`src/hdl/assert_macros.svh`:
```
// Assertion macros shared by the prime factoriser RTL
`ifndef ASSERT_MACROS_SVH
`define ASSERT_MACROS_SVH

// Same-cycle implication, disabled while reset is asserted
`define PF_ASSERT_IMP(lbl, clk, rst_n, ante, cons, msg) \
    lbl: assert property (@(posedge clk) disable iff (!rst_n) (ante) |-> (cons)) \
        else $error(msg);

// Next-cycle implication, disabled while reset is asserted
`define PF_ASSERT_NXT(lbl, clk, rst_n, ante, cons, msg) \
    lbl: assert property (@(posedge clk) disable iff (!rst_n) (ante) |=> (cons)) \
        else $error(msg);

`endif

```
`src/hdl/pf_pkg.sv`:
```
// Shared constants and controller/datapath interface types for the prime factoriser
package pf_pkg;

    // Default width of the integer being factored
    localparam int VALUE_BITS_DEF = 31;

    // Commands from the controller to the datapath
    typedef struct packed {
        logic load;       // capture a new value, restart trial divisor at 2
        logic div_start;  // arm the divider with the current cofactor
        logic div_step;   // one restoring-division step
        logic next_d;     // advance to the next trial divisor
        logic emit_d;     // send divisor as a factor, keep the quotient
        logic emit_n;     // send the remaining cofactor as the final factor
    } pf_cmd_t;

    // Status from the datapath to the controller
    typedef struct packed {
        logic trial_end;  // cofactor below 2 or divisor squared exceeds it
        logic div_done;   // all quotient bits produced
        logic rem_zero;   // divisor divides the cofactor evenly
        logic quot_one;   // quotient is 1, so this factor is the last
        logic out_free;   // output register can take a new factor
    } pf_sts_t;

endpackage

```
`src/hdl/pf_ctrl.sv`:
```
// Controller state machine sequencing trial division and factor output
module pf_ctrl
(
    input  logic            clk,
    input  logic            rst_n,
    input  logic            in_valid,
    output logic            in_ready,
    input  pf_pkg::pf_sts_t sts,
    output pf_pkg::pf_cmd_t cmd
);

    typedef enum logic [2:0] {
        ST_IDLE,
        ST_TEST,
        ST_DIV,
        ST_EMIT_D,
        ST_EMIT_N
    } state_t;

    state_t state_reg;
    state_t state_next;

    // Next state and commands
    always_comb
    begin
        state_next = state_reg;
        cmd        = '0;
        in_ready   = 1'b0;
        case (state_reg)
            ST_IDLE:
            begin
                in_ready = 1'b1;
                if (in_valid)
                begin
                    cmd.load   = 1'b1;
                    state_next = ST_TEST;
                end
            end
            ST_TEST:
            begin
                if (sts.trial_end)
                begin
                    state_next = ST_EMIT_N;
                end
                else
                begin
                    cmd.div_start = 1'b1;
                    state_next    = ST_DIV;
                end
            end
            ST_DIV:
            begin
                if (!sts.div_done)
                begin
                    cmd.div_step = 1'b1;
                end
                else if (sts.rem_zero)
                begin
                    state_next = ST_EMIT_D;
                end
                else
                begin
                    cmd.next_d = 1'b1;
                    state_next = ST_TEST;
                end
            end
            ST_EMIT_D:
            begin
                // wait for a free output slot; retry the same divisor afterwards
                if (sts.out_free)
                begin
                    cmd.emit_d = 1'b1;
                    state_next = sts.quot_one ? ST_IDLE : ST_TEST;
                end
            end
            ST_EMIT_N:
            begin
                if (sts.out_free)
                begin
                    cmd.emit_n = 1'b1;
                    state_next = ST_IDLE;
                end
            end
            default:
            begin
                state_next = ST_IDLE;
            end
        endcase
    end

    // State register
    always_ff @(posedge clk or negedge rst_n)
    begin
        if (!rst_n)
        begin
            state_reg <= ST_IDLE;
        end
        else
        begin
            state_reg <= state_next;
        end
    end

endmodule

```
`src/hdl/pf_dpath.sv`:
```
// Datapath: cofactor, trial divisor and its square, bit-serial divider, output register
module pf_dpath
#(
    parameter int VALUE_BITS = pf_pkg::VALUE_BITS_DEF
)
(
    input  logic                  clk,
    input  logic                  rst_n,
    input  logic [VALUE_BITS-1:0] value,
    input  pf_pkg::pf_cmd_t       cmd,
    output pf_pkg::pf_sts_t       sts,
    input  logic                  out_ready,
    output logic                  out_valid,
    output logic [VALUE_BITS-1:0] out_factor,
    output logic                  out_last
);

    // Trial divisor never exceeds sqrt(cofactor) + 2
    localparam int D_W   = (VALUE_BITS + 1) / 2 + 1;
    localparam int SQ_W  = 2 * D_W;
    localparam int CNT_W = $clog2(VALUE_BITS + 1);

    logic [VALUE_BITS-1:0] n_reg;
    logic [D_W-1:0]        d_reg;
    logic [SQ_W-1:0]       sq_reg;
    logic [D_W-1:0]        rem_reg;
    logic [VALUE_BITS-1:0] quo_reg;
    logic [CNT_W-1:0]      cnt_reg;
    logic                  valid_reg;
    logic [VALUE_BITS-1:0] factor_reg;
    logic                  last_reg;

    logic [D_W:0]          rem_shift;
    logic                  sub_ok;
    logic [D_W:0]          rem_diff;
    logic [D_W-1:0]        rem_next;

    // One restoring-division step
    always_comb
    begin
        rem_shift = {rem_reg, quo_reg[VALUE_BITS-1]};
        sub_ok    = (rem_shift >= {1'b0, d_reg});
        rem_diff  = rem_shift - {1'b0, d_reg};
        rem_next  = sub_ok ? rem_diff[D_W-1:0] : rem_shift[D_W-1:0];
    end

    // Cofactor, trial divisor and square
    always_ff @(posedge clk)
    begin
        if (cmd.load)
        begin
            n_reg  <= value;
            d_reg  <= D_W'(2);
            sq_reg <= SQ_W'(4);
        end
        else
        begin
            if (cmd.next_d)
            begin
                if (d_reg == D_W'(2))
                begin
                    d_reg  <= D_W'(3);
                    sq_reg <= SQ_W'(9);
                end
                else
                begin
                    // (d+2)^2 = d^2 + 4d + 4
                    d_reg  <= d_reg + D_W'(2);
                    sq_reg <= sq_reg + SQ_W'({d_reg, 2'b00}) + SQ_W'(4);
                end
            end
            if (cmd.emit_d)
            begin
                n_reg <= quo_reg;
            end
        end
    end

    // Divider registers
    always_ff @(posedge clk)
    begin
        if (cmd.div_start)
        begin
            rem_reg <= '0;
            quo_reg <= n_reg;
            cnt_reg <= '0;
        end
        else if (cmd.div_step)
        begin
            rem_reg <= rem_next;
            quo_reg <= {quo_reg[VALUE_BITS-2:0], sub_ok};
            cnt_reg <= cnt_reg + CNT_W'(1);
        end
    end

    // Output register: holds a factor until the receiver takes it
    always_ff @(posedge clk or negedge rst_n)
    begin
        if (!rst_n)
        begin
            valid_reg <= 1'b0;
        end
        else if (cmd.emit_d || cmd.emit_n)
        begin
            valid_reg <= 1'b1;
        end
        else if (out_ready)
        begin
            valid_reg <= 1'b0;
        end
    end

    always_ff @(posedge clk)
    begin
        if (cmd.emit_d)
        begin
            factor_reg <= VALUE_BITS'(d_reg);
            last_reg   <= (quo_reg == VALUE_BITS'(1));
        end
        else if (cmd.emit_n)
        begin
            factor_reg <= n_reg;
            last_reg   <= 1'b1;
        end
    end

    // Status to the controller
    always_comb
    begin
        sts.trial_end = (n_reg[VALUE_BITS-1:1] == '0) || (sq_reg > SQ_W'(n_reg));
        sts.div_done  = (cnt_reg == CNT_W'(VALUE_BITS));
        sts.rem_zero  = (rem_reg == '0);
        sts.quot_one  = (quo_reg == VALUE_BITS'(1));
        sts.out_free  = !valid_reg || out_ready;
    end

    assign out_valid  = valid_reg;
    assign out_factor = factor_reg;
    assign out_last   = last_reg;

endmodule

```
`src/hdl/prime_factorizer.sv`:
```
// Top level of the trial-division prime factoriser
//
// Usage:
//   Slave channel (s_*): one transaction carries an integer to factor in
//   s_tdata. Master channel (m_*): a run of transactions, one prime factor
//   each in ascending order with repeats; m_tlast marks the final one.
//   Inputs 0 and 1 give a single transaction holding themselves.
// Operation:
//   One value is worked on at a time; s_tready is high only when idle.
//   Each trial (2, then odd numbers) runs the restoring divider, which gives
//   one quotient bit per cycle; a factor found is then sent. Trials run up
//   to the square root of the cofactor; 0, 1, 2 and 3 need no trial at all.
// Reset:
//   rst_n clears the controller and the output valid; the block comes out
//   ready for a value with nothing pending.
// Stalls:
//   A factor waits in the output register while m_tready is low; the
//   search goes on and halts only when another factor is due. The next
//   value is accepted while the last run's final factor still waits.
`include "assert_macros.svh"

module prime_factorizer
#(
    parameter  int VALUE_BITS = pf_pkg::VALUE_BITS_DEF,
    localparam int TDATA_W    = ((VALUE_BITS + 7) / 8) * 8
)
(
    input  logic               clk,
    input  logic               rst_n,
    input  logic               s_tvalid,
    output logic               s_tready,
    input  logic [TDATA_W-1:0] s_tdata,   // [VALUE_BITS-1:0] value, rest zero
    output logic               m_tvalid,
    input  logic               m_tready,
    output logic [TDATA_W-1:0] m_tdata,   // [VALUE_BITS-1:0] factor, rest zero
    output logic               m_tlast
);

    pf_pkg::pf_cmd_t       cmd;
    pf_pkg::pf_sts_t       sts;
    logic [VALUE_BITS-1:0] factor;

    pf_ctrl u_ctrl
    (
        .clk      (clk),
        .rst_n    (rst_n),
        .in_valid (s_tvalid),
        .in_ready (s_tready),
        .sts      (sts),
        .cmd      (cmd)
    );

    pf_dpath
    #(
        .VALUE_BITS (VALUE_BITS)
    )
    u_dpath
    (
        .clk        (clk),
        .rst_n      (rst_n),
        .value      (s_tdata[VALUE_BITS-1:0]),
        .cmd        (cmd),
        .sts        (sts),
        .out_ready  (m_tready),
        .out_valid  (m_tvalid),
        .out_factor (factor),
        .out_last   (m_tlast)
    );

    // Pad the factor up to whole bytes
    assign m_tdata = TDATA_W'(factor);

    // The block is busy right after taking a value
    `PF_ASSERT_NXT(a_busy_after_accept, clk, rst_n, s_tvalid && s_tready, !s_tready,
        "prime_factorizer: ready again right after accepting a value")

    // A run still in progress keeps the input side closed
    `PF_ASSERT_IMP(a_busy_mid_run, clk, rst_n, m_tvalid && !m_tlast, !s_tready,
        "prime_factorizer: idle while a run is incomplete")

    // Only a final transaction may carry 0 or 1
    `PF_ASSERT_IMP(a_prime_mid_run, clk, rst_n, m_tvalid && !m_tlast,
        factor[VALUE_BITS-1:1] != '0,
        "prime_factorizer: factor below 2 inside a run")

endmodule

```
`config.mk`:
```
export PLATFORM = sky130hd
export DESIGN_NAME = prime_factorizer
export DESIGN_NICKNAME = d
export VERILOG_FILES = /design/src/hdl/pf_pkg.sv /design/src/hdl/pf_ctrl.sv /design/src/hdl/pf_dpath.sv /design/src/hdl/prime_factorizer.sv
export VERILOG_INCLUDE_DIRS = /design/src /design/src/hdl
export SDC_FILE = /design/constraint.sdc
export NUM_CORES = 1
export LEC_CHECK = 0
export BUFFER_PORTS_ARGS = -buffer_cell sky130_fd_sc_hd__buf_2
export CORE_MARGIN = 3
export CORE_UTILIZATION = 30
export CTS_CLUSTER_SIZE = 25
export DETAILED_ROUTE_END_ITERATION = 8
export GPL_TIMING_DRIVEN = 1
export REMOVE_ABC_BUFFERS = 1
export SYNTH_ARGS = -nofsm -noshare
export SYNTH_HDL_FRONTEND = slang
export SYNTH_SLANG_ARGS = --single-unit
```
`constraint.sdc`:
```
create_clock -name clk -period 3.5 [get_ports clk]
set_clock_uncertainty 0.1 [all_clocks]
set_input_delay 0.35 -clock clk [delete_from_list [all_inputs] [get_ports clk]]
set_output_delay 0.35 -clock clk [all_outputs]
set_load 0.005 [all_outputs]
```
After elaboration in Yosys (flattened, before gate mapping) --
Index checks and enable logic that the tools add are counted.
Storage, ports and cells: input port bits 36, register bits after elaboration 171, output and inout port bits 35, logic and storage cells 74
Cells by class: mux-type cells 33, add/sub/neg operators 5, eq/ne operators 11, $lt $le $gt $ge 2, reduce and logical (&&, ||, !) cells 12
Operators with widths (count):
- 31-bit 2-to-1 mux | 4
- 17-bit 2-to-1 mux | 4
- 34-bit by 19-bit adder with 34-bit output | 1
- 34-bit by 3-bit adder with 34-bit output, second input constant | 1
- 34-bit by 31-bit > comparator with 1-bit output | 1
- 34-bit 2-to-1 mux | 1
- 31-bit by 1-bit == test with 1-bit output, second input constant | 1
- 30-bit zero test | 1
- 18-bit by 17-bit >= comparator with 1-bit output | 1
- 17-bit by 2-bit adder with 17-bit output, second input constant | 1
- 17-bit by 2-bit == test with 1-bit output, second input constant | 1
- 17-bit zero test | 1
- 17-bit subtractor | 1
- 1-bit 2-to-1 mux | 16
- 3-bit 2-to-1 mux | 5
- 3-bit case mux with 5 select lines | 1
- 2-bit nonzero test | 4
- 3-bit by 2-bit == test with 1-bit output, second input constant | 2
- 2-bit inequality test, second input constant | 3
- 5-bit by 1-bit adder with 5-bit output, second input constant | 1
- 5-bit == test, second input constant | 1
- 2-bit 2-to-1 mux | 2
- 4-bit AND reduction | 1
- 3-bit by 1-bit == test with 1-bit output, second input constant | 1
- other kinds (5) | 7

Logic depth before layout (Yosys ltp) --
word-level depth 6, mapped depth 14, depth with buffers taken out 14

By module --
From an unflattened synthesis, not the netlist that was laid out.
Second synthesis, totals: cell total of the unflattened synthesis 1036, area total of the unflattened synthesis 10151.0 um^2
By module, submodules not included:
- pf_dpath | seq. area each 4129.0 um^2, instances 1, area each 9888.2 um^2, cells an instance 1004
- pf_ctrl | seq. area each 75.1 um^2, instances 1, area each 251.5 um^2, cells an instance 30
- prime_factorizer | seq. area each 0.0 um^2, instances 1, area each 11.3 um^2, cells an instance 2

Worst setup path after synthesis --
OpenSTA, ideal clock, no wires.
path type flip-flop to flip-flop, start point register u_dpath.n_reg[29], end point register u_dpath.quo_reg[0] (enable), buffers on the path 1, data required time 3.012 ns, period minus slack after synthesis 3.209 ns, path slack 0.291 ns, setup time 0.388 ns, arrival time 2.720 ns, cell stages (with the launch flop) 12, cells stage by stage edfxtp_1 inv_1 ha_1 a21oi_1 o21ai_1 a2111oi_2 a211oi_1 nand4b_1 a21oi_2 nand3b_4 buf_6 nand2_1
On the way: longest elaborated chain between the ends 5, elaborated cells between the ends (all ways) 6, classes of those cells 1 x order compare; 2 x mux; 3 x reduce/logical
RTL lines:
- start: declaration | line pf_dpath.sv:23 | logic [VALUE_BITS-1:0] n_reg;
- start signal: assignment | line pf_dpath.sv:52 | n_reg <= value;
- start signal: assignment | line pf_dpath.sv:74 | n_reg <= quo_reg;
- 34-bit by 31-bit > comparator with 1-bit output / 30-bit zero test (equally long branches) | line pf_dpath.sv:130 | sts.trial_end = (n_reg[VALUE_BITS-1:1] == '0) || (sq_reg > SQ_W'(n_reg));
- 1-bit logical OR (*) | line pf_dpath.sv:130
- 1-bit 2-to-1 mux (*) | line pf_ctrl.sv:41 | if (sts.trial_end)
- 1-bit 2-to-1 mux (*) | line pf_ctrl.sv:29 | case (state_reg)
- 2-bit nonzero test (no line) (*)
- end signal: assignment | line pf_dpath.sv:85 | quo_reg <= n_reg;
- end signal: assignment | line pf_dpath.sv:91 | quo_reg <= {quo_reg[VALUE_BITS-2:0], sub_ok};
- end: declaration | line pf_dpath.sv:27 | logic [VALUE_BITS-1:0] quo_reg;
Mark *: on every way between the ends. The rest lies on a longest branch, timed or not. A chain may end at the register's enable or synchronous reset.

Worst setup path after layout --
start point register u_dpath.sq_reg[2], end point register u_dpath.sq_reg[23]
On the way: longest elaborated chain between the ends 3
RTL lines:
- start: declaration | line pf_dpath.sv:25 | logic [SQ_W-1:0] sq_reg;
- start signal: assignment | line pf_dpath.sv:69 | sq_reg <= sq_reg + SQ_W'({d_reg, 2'b00}) + SQ_W'(4);
- 34-bit by 19-bit adder with 34-bit output | line pf_dpath.sv:69
- 34-bit by 3-bit adder with 34-bit output | line pf_dpath.sv:69
- 34-bit 2-to-1 mux | line pf_dpath.sv:60 | if (d_reg == D_W'(2))
No other way between the ends.

==> metrics.csv <==
metric,value,unit
worst-endpoint-required,3710,ps
min_period,3160,ps
p_total,9.03,mW
wl_per_cell,16.1,um
drt-initial-drc-count,387,
max-vdd-ir-drop,524,uV
die_w,188,um
ant_nets,0,
drt-pass1-iter-count,4,
final_area,0.0116,sq mm
fmax,0.316,GHz
holdWs,116,ps
synth-simple-area-share,16.2,%
async_flop_share,2.37,%
core-area,0.0326,sq mm
grt_busiest_layer,met2,
fp.dieH,188,um
grt_max_degree,38,
largest_reg_flops,33,
path_class,reg2reg,
synth-edff-count,80,
cts_tree,yes,
slew_headroom,36.7,%
cp_common_cell,inv_1,
dp.cells,1521,
synthMuxAreaShare,8.55,%
tns,0,ps
drive_above_1_share,20.1,%
rsz0062_at_grt,false,
clk_latency,430,ps
dp_hpwl,19100,um
cp_cell_sequence,inv_1 -> ha_1 -> inv_1 -> ha_1 -> inv_1 -> fa_1 -> and2b_1 -> o21a_1 -> o21ai_1 -> a211oi_2 -> o21ai_1 -> buf_4 -> a21oi_1 -> a211oi_1 -> a31o_2,
setup_viol,0,
synth_area,0.00997,sq mm
ctsRootBufferMaster,clkbuf_16,
slowest_stage,dfxtp_1,
ys_types,76,
htreeDepth,4,
max_stage_delay,370,ps
tightest_slew,946,ps
place_area,0.0110,sq mm
worstSetupStartpointType,flip-flop,
final_cells,1554,
num_antenna_cells,0,
via_per_inst,4.99,
arrival,3380,ps
area_growth,15.9,%
clkSinkCount,169,
synthAdderAreaFrac,10.9,%
cts_setup_buffers,0,
overflow,0,
vias,7756,
synth_top_family_by_area,simple AND/OR/NAND/NOR gates,
use_met1,18.7,%
numCtsBuffers,17,
powerDensity,781,mW/mm^2
io-pin-count,71,
start_util,30.6,%
synth-seq-cells,169,
drcViolationCount,0,
nFillCells,3324,
synthFlopType,dfxtp_1,
rows,66,
synth_compound_area_share,13.6,%
groute.usage.overall,14.2,%
leakagePower,4.61,nW
detailedPlace.worstSlack,340,ps
timing.max_cap.violations,0,
yosysSeqAreaShare,42.2,%
fin_nets,1221,
synth_warnings,0,
endpoint_kind,flip-flop,
synth_cells,1011,
synth_xor_area_share,4.22,%
antenna_found_initial,0,
utilization,35.4,%
gp_congestion,0.866,
fin_crit_sh,90.4,%
crit_family,compound AO/OA/AOI/OAI gates,
grt_pass1_vias,7676,
clk_path_buf_depth,2,
drt_wl_total,25000,um
met3_usage,2.75,%
maxSlewViolCount,0,
hp-class,in2reg,
hold_violations,0,
fin_ws,336,ps
critPathMaxFanout,5,
use_met2,23.9,%
grt_pass1_wl,40500,um
die_area,0.0355,sq mm
clk_pin_slew_worst_paths,70,ps
path_buf_inv,4,
port_buffers,68,
outcome,"finished, final reports clean",
syn_avg_cell_area,9.86,sq um
[cell type report]
cell class	instances	area, sq um	share of cell area (%)
multi-input cells	743	5350	46.3
flip-flops and latches	169	4200	36.4
repair buffers	106	653	5.65
well taps	442	553	4.79
clock buffers	20	437	3.78
inverters	62	233	2.01
clock inverters	12	125	1.08
[kinds of logic (layout without fill, tap and decap cells)]
kind of cell             after synthesis  count (layout)
buffers and inverters                 99             200
flip-flops                           169             169
multiplexers                          77              77
adder cells (fa/ha/maj)               86              86
AND/OR/NAND/NOR                      327             327
other                                  1               1
AO/OA/AOI/OAI                        204             204
XOR/XNOR                              48              48
[timing repair]
item                      CTS  global route
gates resized for setup     0             0
hold endpoints to repair    4             0
hold buffers                1             0
[worst register-to-register path: stages (launching register included)]
cell and delay [ps]:
dfxtp_1 370, inv_1 60, ha_1 190, inv_1 50
ha_1 150, inv_1 60, fa_1 360, and2b_1 220
o21a_1 140, o21ai_1 110, a211oi_2 290, o21ai_1 150
buf_4 180, a21oi_1 270, a211oi_1 130, a31o_2 240
[synthesized netlist by cell type (3+ instances only)]
library cell,count,share of area [%]
nand3b_1,4,0.30
edfxtp_1,80,24
nand2b_1,8,0.50
nor4_1,26,1.6
o31a_1,3,0.26
a31oi_1,6,0.38
xnor2_1,42,3.7
xor2_1,6,0.53
nor3_1,22,1.1
o22ai_1,18,1.1
o21a_1,11,0.83
and3_1,4,0.25
buf_6,5,0.56
o21bai_1,8,0.60
ha_1,84,11
a21oi_1,58,2.9
nor2_1,80,3.0
inv_1,62,2.3
a22oi_1,3,0.23
a211oi_1,6,0.45
nand3_1,21,1.1
o211ai_1,4,0.30
nand4_1,22,1.4
mux2i_1,12,1.2
o21ai_1,6,0.30
or3_1,11,0.69
a21boi_0,5,0.38
dfrtp_1,4,1.0
clkbuf_1,19,0.72
and2_1,4,0.25
dfxtp_1,85,17
buf_2,10,0.50
nand2_1,99,3.7
o21ai_0,36,1.8
mux2_2,65,7.3
a21o_1,9,0.68
nor2b_1,9,0.56
a22o_1,6,0.53
[layer usage]
layer / wire [um] / up-vias / share of wire [%]
li1: - / 3865 / -
met1: 11700 / 3686 / 47
met2: 11800 / 176 / 47
met3: 1190 / 29 / 4.7
met4: 398 / 0 / 1.6
met5: 0 / - / 0
[path summary, 6_finish.rpt]
path                       slack (ps)  cells after the start                                  end                                start
setup / recovery                  340                     15      u_dpath.sq_reg[23]$_SDFFE_PP0P_       u_dpath.sq_reg[2]$_SDFFE_PP1P_
hold / removal                    120                      2          u_dpath.n_reg[11]$_DFFE_PP_                          s_tdata[11]
setup reg to reg                  340                     15      u_dpath.sq_reg[23]$_SDFFE_PP0P_       u_dpath.sq_reg[2]$_SDFFE_PP1P_
hold reg to reg                   350                      2  u_dpath.out_factor[20]$_SDFFE_PP0P_  u_dpath.out_factor[20]$_SDFFE_PP0P_
max in group asynchronous        2930                      2      u_ctrl.state_reg[0]$_DFFE_PN0P_                                rst_n
min in group asynchronous         250                      2        u_dpath.out_valid$_DFFE_PN0P_                                rst_n
[cells in the final DEF (no fill, tap or decap), types with 9 or more instances in the layout]
cell type and count:
a21o_1 9, a21oi_1 58, buf_2 68, buf_4 35
clkbuf_16 17, dfxtp_1 85, edfxtp_1 80, ha_1 84
inv_1 62, mux2_2 65, mux2i_1 12, nand2_1 99
nand3_1 21, nand4_1 22, nor2_1 79, nor2b_1 9
nor3_1 22, nor4_1 26, o21a_1 11, o21ai_0 35
o22ai_1 18, or3_1 11, xnor2_1 42
[where the power goes]
part / internal [mW] / leakage (nW) / switching [mW] / total, mW
combinational: 1.67 / 2.85 / 2.00 / 3.67
sequential: 2.99 / 1.50 / 0.520 / 3.51
clock: 1.05 / 0.266 / 0.796 / 1.84
Power figures use the tool's default switching activity.
